File: config.mk
export PLATFORM = sky130hd
export DESIGN_NAME = pgg_fifo
export DESIGN_NICKNAME = d
export VERILOG_FILES = /design/src/rtl/pgg_fifo.sv
export SDC_FILE = /design/constraint.sdc
export NUM_CORES = 1
export LEC_CHECK = 0
export BUFFER_PORTS_ARGS = -buffer_cell sky130_fd_sc_hd__buf_4
export CORE_MARGIN = 5
export CORE_UTILIZATION = 49
export CTS_CLUSTER_SIZE = 28
export DETAILED_ROUTE_END_ITERATION = 8
export PLACE_DENSITY = 0.74
export SLEW_MARGIN = 40
export SYNTH_ARGS = -nofsm -noshare
export SYNTH_HDL_FRONTEND = slang
export SYNTH_SLANG_ARGS = --single-unit
File: constraint.sdc
create_clock -name clk -period 2.2 [get_ports clk]
set_clock_uncertainty 0.05 [all_clocks]
set_input_delay 0.22 -clock clk [delete_from_list [all_inputs] [get_ports clk]]
set_output_delay 0.22 -clock clk [all_outputs]
set_load 0.03 [all_outputs]
File: src/rtl/pgg_fifo.sv
`default_nettype none
module pgg_fifo #(
  parameter int WIDTH = 8,
  parameter int DEPTH = 4
) (
  input  wire logic                         clk,
  input  wire logic                         rst_n,
  input  wire logic                         push,
  input  wire logic [WIDTH-1:0]             din,
  input  wire logic                         pop,
  output logic      [WIDTH-1:0]             dout,
  output logic                              full,
  output logic                              empty,
  output logic      [$clog2(DEPTH+1)-1:0]   level
);
  localparam int PW = (DEPTH > 1) ? $clog2(DEPTH) : 1;
  localparam int LW = $clog2(DEPTH + 1);

  logic [WIDTH-1:0] mem [DEPTH];
  logic [PW-1:0] wptr_r, wptr_nxt, rptr_r, rptr_nxt;
  logic [LW-1:0] cnt_r, cnt_nxt;
  logic do_push, do_pop;

  assign do_push = push && !full;
  assign do_pop  = pop && !empty;
  assign full  = (cnt_r == LW'(DEPTH));
  assign empty = (cnt_r == '0);
  assign level = cnt_r;
  assign dout  = mem[rptr_r];

  always_comb begin
    wptr_nxt = wptr_r;
    rptr_nxt = rptr_r;
    cnt_nxt  = cnt_r;
    if (do_push) begin
      wptr_nxt = (wptr_r == PW'(DEPTH - 1)) ? '0 : wptr_r + PW'(1);
    end
    if (do_pop) begin
      rptr_nxt = (rptr_r == PW'(DEPTH - 1)) ? '0 : rptr_r + PW'(1);
    end
    if (do_push && !do_pop) begin
      cnt_nxt = cnt_r + LW'(1);
    end else if (do_pop && !do_push) begin
      cnt_nxt = cnt_r - LW'(1);
    end
  end

  always_ff @(posedge clk) begin
    if (do_push) begin
      mem[wptr_r] <= din;
    end
  end

  always_ff @(posedge clk) begin
    if (!rst_n) begin
      wptr_r <= '0;
      rptr_r <= '0;
      cnt_r  <= '0;
    end else begin
      wptr_r <= wptr_nxt;
      rptr_r <= rptr_nxt;
      cnt_r  <= cnt_nxt;
    end
  end
endmodule
`default_nettype wire

==> metrics, run 1 <==
run status finished clean; Die Height 67.7 um; Fmax achieved 0.477 GHz; remaining max-slew budget at the tightest pin 0.708; weighted congestion reported at the end of routability-driven placement 0.706; overall routed net length 2.59 mm; effective utilization at floorplan 0.496; Post-Synthesis Cells 93; worst hold path stage count 1; standard-cell rows 21; share of Yosys cell area claimed by the top area cell type 0.589; Post-Synthesis Mean Instance Area 17.5 um2; hold path start din[0]; horizontal extent of the die 67.7 um; final setup slack of the worst path 105 ps; Routed Antenna Nets 0; number of remaining DRC errors 0; commonest cells in the synthesized netlist edfxtp_1, dfxtp_1, mux4_2; r2r startpoint level[1]$_SDFFE_PN0P_; drt via density 5.01; Fin Setup TNS 0 ps; Post-CTS Setup Bufs 0; aggregate global routing overflow 0; leakage power summed over all cells 0.719 nW; Clock Tree Buf Depth 2; share of cells above drive strength 1 0.373; Power Density 1130 mW/mm2; master cell of the clock root buffer clkbuf_4; Pre-Repair DR Iteration Count 4; Seq cells post-synth 41; number of filler instances in the final layout 259; half-perimeter wire length of the detailed placement result 1.83 mm; Final Cycle Share 0.952; most common flop cell mapped by yosys edfxtp_1; GRT Resource Usage Total 0.128; vias in the first global route 905; count of distinct cell types in the synthesized netlist 23; initial DRC count 47; worst min path class primary input to register; overall power after layout 0.00223 W; standard cell core area 0.00328 mm2; highest ir drop seen on vdd 768 uV; global-route wire length before repair 4.03 mm; input/output buffers 24; class of the most critical setup path register to register; setup repair after global routing missed its margin false; number of enable flip-flop cells after synthesis 32; number of pins exceeding their max-slew limit in the final report 0; cell accounting for the most synthesized area edfxtp_1; net count after synthesis 112; clock latency at the later pin of the worst-skew pair 330 ps; number of nets at the end of the flow 144; cell types occupying the most area after synthesis edfxtp_1, dfxtp_1, mux4_2; arrival time at the worst endpoint 2310 ps; total via count after detailed routing 861; number of antenna violations at the first check in global routing 0; post-synthesis async set-or-reset flop share 0; area added between synthesis and finish 20.8%; endpoint of the worst hold-timing path mem[3][0]$_DFFE_PP_; number of diodes 0; crit path max fanout 6; Die Area 0.00458 mm2; min Tclk post-route 2100 ps; number of H-tree branching levels 2; CTS Buf Count 5; I/O pin count 25; TritonCTS clock tree built; clock-pin transition on the worst setup and hold timing paths 120 ps; pre-CTS worst setup slack 116 ps; Least-Margin Pin Slew 438 ps; final routed wire length divided by cell count 15.1 um; max-cap viol count 0; Mapped Area 0.00163 mm2; final hold violation count 0; Critical Path End Type register; Setup Viol. Count Final 0; number of warning messages in the yosys log 0; reg-to-reg slack, setup 100 ps; most frequently used cell type in the post-synthesis netlist edfxtp_1; portion of the post-synthesis area used by sequential elements 0.700; largest net degree at the start of global routing 13; required time of the critical path 2420 ps; terminus of the critical flop-to-flop path level[2]$_SDFFE_PN0P_; TritonCTS sink count 41; sort of element at the start of the critical path register; number of cells on the worst reg-to-reg path 7
-- cells in the final DEF (no fill, tap or decap), types with 3 or more instances in the layout --
master | netlist | final
edfxtp_1 | 32 | 32
buf_4 | 0 | 27
mux4_2 | 8 | 8
nand2_1 | 6 | 6
dfxtp_1 | 9 | 6
and2_1 | 5 | 5
ha_1 | 6 | 5
clkbuf_4 | 0 | 5
inv_1 | 3 | 3
mux2i_1 | 3 | 3
o21ai_0 | 3 | 3
dfxtp_2 | 0 | 3
-- worst max-delay path by stage --
stage	cells after the start	slack (ps)	endpoint	startpoint
after floorplan	9	20	level[2]$_SDFFE_PN0P_	level[0]$_SDFFE_PN0P_
after global placement	7	210	level[2]$_SDFFE_PN0P_	level[1]$_SDFFE_PN0P_
after detailed placement	7	120	level[2]$_SDFFE_PN0P_	level[1]$_SDFFE_PN0P_
after CTS	7	80	level[2]$_SDFFE_PN0P_	level[1]$_SDFFE_PN0P_
after global routing	7	10	level[2]$_SDFFE_PN0P_	level[1]$_SDFFE_PN0P_
final	7	100	level[2]$_SDFFE_PN0P_	level[1]$_SDFFE_PN0P_
-- cells by family after synthesis --
group / after synthesis / share of synthesized area
buf+inv: 7 / 0.0176
mux: 11 / 0.129
fa+ha+maj: 7 / 0.0583
compound gates: 5 / 0.0184
flops: 41 / 0.700
xor+xnor: 2 / 0.0107
simple gates: 20 / 0.0660
-- state kept, by name, indices dropped and copies added (netlist names), named ones only --
register / flops
mem: 32
level: 3
rptr_r: 2
wptr_r: 2
-- critical path, stage by stage, from the launching register on --
cell	delay [ps]
dfxtp_2	380
o31ai_2	310
ha_2	250
inv_1	50
fa_1	370
xor2_1	160
or3_1	300
a21boi_0	150
-- layer usage --
metal  share of wire  global-route usage  vias up
li1                -                   -      411
met1            0.41               0.136      415
met2            0.50               0.207       26
met3           0.057              0.0466        9
met4           0.035              0.0987        0
met5               0                   0        -
-- per-stage QoR --
step           cells   util  area [um2]  hold WS, ps
3_3_place_gp     162  0.575        1890          369
5_1_grt          172  0.600        1970        0.396
4_1_cts          170  0.593        1950         8.31
2_1_floorplan     93      -        1650          269
3_5_place_dp     162  0.575        1890          375
6_report         172  0.600        1970         17.3
-- repair_timing --
item	4_1_cts	5_1_grt
hold endpoints to repair	0	4
hold buffers	0	2
setup endpoints to repair	0	1
resized for setup	0	1
-- layout make-up --
cell class,instances,area [um2],area share
flip-flops and latches,41,1140,0.581
multi-input cells,45,474,0.241
repair buffers,29,223,0.113
clock buffers,8,58.8,0.0299
well taps,46,57.6,0.0292
inverters,3,11.3,0.00572
-- where the power goes --
| group | switching (W) | internal, W |
|---|---|---|
| logic | 0.000440 | 0.000370 |
| registers | 0.0000857 | 0.000957 |
| clock network | 0.000222 | 0.000158 |
Note: power is estimated with default switching activity, not from simulation.
==> inputs of run 2 (changes only) <==
GPL_TIMING_DRIVEN = 0   (was unset)
==> metrics, run 2 (synthesis results as in run 1) <==
run status finished clean; leakage power summed over all cells 0.734 nW; reg-to-reg slack, setup 150 ps; crit path max fanout 6; final setup slack of the worst path 150 ps; TritonCTS sink count 41; number of diodes 0; most common cell after layout, fill and taps aside edfxtp_1; Final Cycle Share 0.932; highest ir drop seen on vdd 754 uV; initial DRC count 29; number of H-tree branching levels 2; class of the most critical setup path register to register; final routed wire length divided by cell count 15.5 um; endpoint of the worst hold-timing path mem[0][0]$_DFFE_PP_; half-perimeter wire length of the detailed placement result 1.86 mm; FF+latch area 0.00115 mm2; largest net degree at the start of global routing 14; Routed Antenna Nets 0; standard cell core area 0.00328 mm2; max-cap viol count 0; horizontal extent of the die 67.7 um; master cell of the clock root buffer clkbuf_4; min Tclk post-route 2050 ps; overall routed net length 2.72 mm; Least-Margin Pin Slew 507 ps; register containing the most flip-flops in the final layout mem; Pre-Repair DR Iteration Count 4; clock-pin transition on the worst setup and hold timing paths 120 ps; terminus of the critical flop-to-flop path level[2]$_SDFFE_PN0P_; number of remaining DRC errors 0; clock latency at the later pin of the worst-skew pair 340 ps; effective utilization at floorplan 0.496; Setup Viol. Count Final 0; number of pins exceeding their max-slew limit in the final report 0; area added between synthesis and finish 22.8%; weighted congestion reported at the end of routability-driven placement 0.630; Largest register FFs 32; remaining max-slew budget at the tightest pin 0.662; Die Area 0.00458 mm2; pre-CTS worst setup slack 7.43 ps; number of cells on the worst reg-to-reg path 9; commonest cells after routing, fill and taps aside edfxtp_1, buf_4, mux4_2, nand2_1, dfxtp_1; number of filler instances in the final layout 257; Die Height 67.7 um; Fin Setup TNS 0 ps; aggregate global routing overflow 0; GRT Resource Usage Total 0.142; sort of element at the start of the critical path register; final hold violation count 0; r2r startpoint level[2]$_SDFFE_PN0P_; standard-cell rows 21; worst hold path stage count 1; arrival time at the worst endpoint 2280 ps; Critical Path End Type register; share of cells above drive strength 1 0.385; required time of the critical path 2430 ps; I/O pin count 25; vias in the first global route 949; multi-input combinational cell area 483 um2; number of antenna violations at the first check in global routing 0; hold path start din[0]; Power Density 1120 mW/mm2; CTS Buf Count 5; TritonCTS clock tree built; Clock Tree Buf Depth 2; input/output buffers 24; drt via density 4.99; worst min path class primary input to register; Fmax achieved 0.488 GHz; number of nets at the end of the flow 148; global-route wire length before repair 4.56 mm; total via count after detailed routing 878
run 2: where the power goes:
part / switching, W / internal, W / total (W)
logic: 0.000454 / 0.000377 / 0.000832
clock network: 0.000233 / 0.000121 / 0.000354
registers: 0.0000830 / 0.000963 / 0.00105
run 2: what timing repair did:
item	in CTS	in global routing
pin swaps	0	2
resized for setup	1	7
buffers inserted	0	3
gates cloned	0	0
hold buffers	0	2
endpoints found under the hold margin	0	8
setup endpoints to repair	1	1
run 2: worst max-delay path by stage:
stage	from	to	slack (ps)	cells past startpoint
2_1_floorplan	level[0]$_SDFFE_PN0P_	level[2]$_SDFFE_PN0P_	20	9
3_3_place_gp	level[1]$_SDFFE_PN0P_	level[2]$_SDFFE_PN0P_	50	7
3_5_place_dp	level[1]$_SDFFE_PN0P_	level[2]$_SDFFE_PN0P_	7	7
4_1_cts	level[0]$_SDFFE_PN0P_	level[2]$_SDFFE_PN0P_	9	9
5_1_grt	level[2]$_SDFFE_PN0P_	level[2]$_SDFFE_PN0P_	-0.5	9
6_report	level[2]$_SDFFE_PN0P_	level[2]$_SDFFE_PN0P_	150	9
run 2: worst max-delay path, cell delays in order (launching register included):
cell and delay, ps:
dfxtp_4 380, nor3b_4 150, nor2b_1 100, buf_4 120
ha_2 170, inv_1 50, fa_1 370, xor2_1 160
or3_1 320, a21boi_1 120
run 2: through the flow:
step / hold WS, ps / util / area, um2 / cells / power (W)
6_report: 16.5 / 0.610 / 2000 / 176 / 0.00223
5_1_grt: -10.4 / 0.610 / 2000 / 176 / 0.00237
4_1_cts: 6.90 / 0.593 / 1950 / 171 / 0.00222
3_5_place_dp: 376 / 0.573 / 1880 / 163 / 0.00186
3_3_place_gp: 369 / 0.573 / 1880 / 163 / 0.00183
2_1_floorplan: 269 / - / 1650 / 93 / 0.00160
run 2: cell type report:
class                   instances  share of cell area
plain buffers                   4              0.0100
clock buffers                   5              0.0188
clock inverters                 3             0.00875
inverters                       3             0.00563
multi-input cells              45               0.241
flip-flops and latches         41               0.576
well taps                      46              0.0287
repair buffers                 29               0.111
run 2: per-layer routing:
layer,GRT usage,wire length [um],up-vias
met3,0.0483,139,6
met5,0,0,-
met1,0.165,1090,426
met2,0.233,1450,21
met4,0.0684,43,0
li1,-,-,425
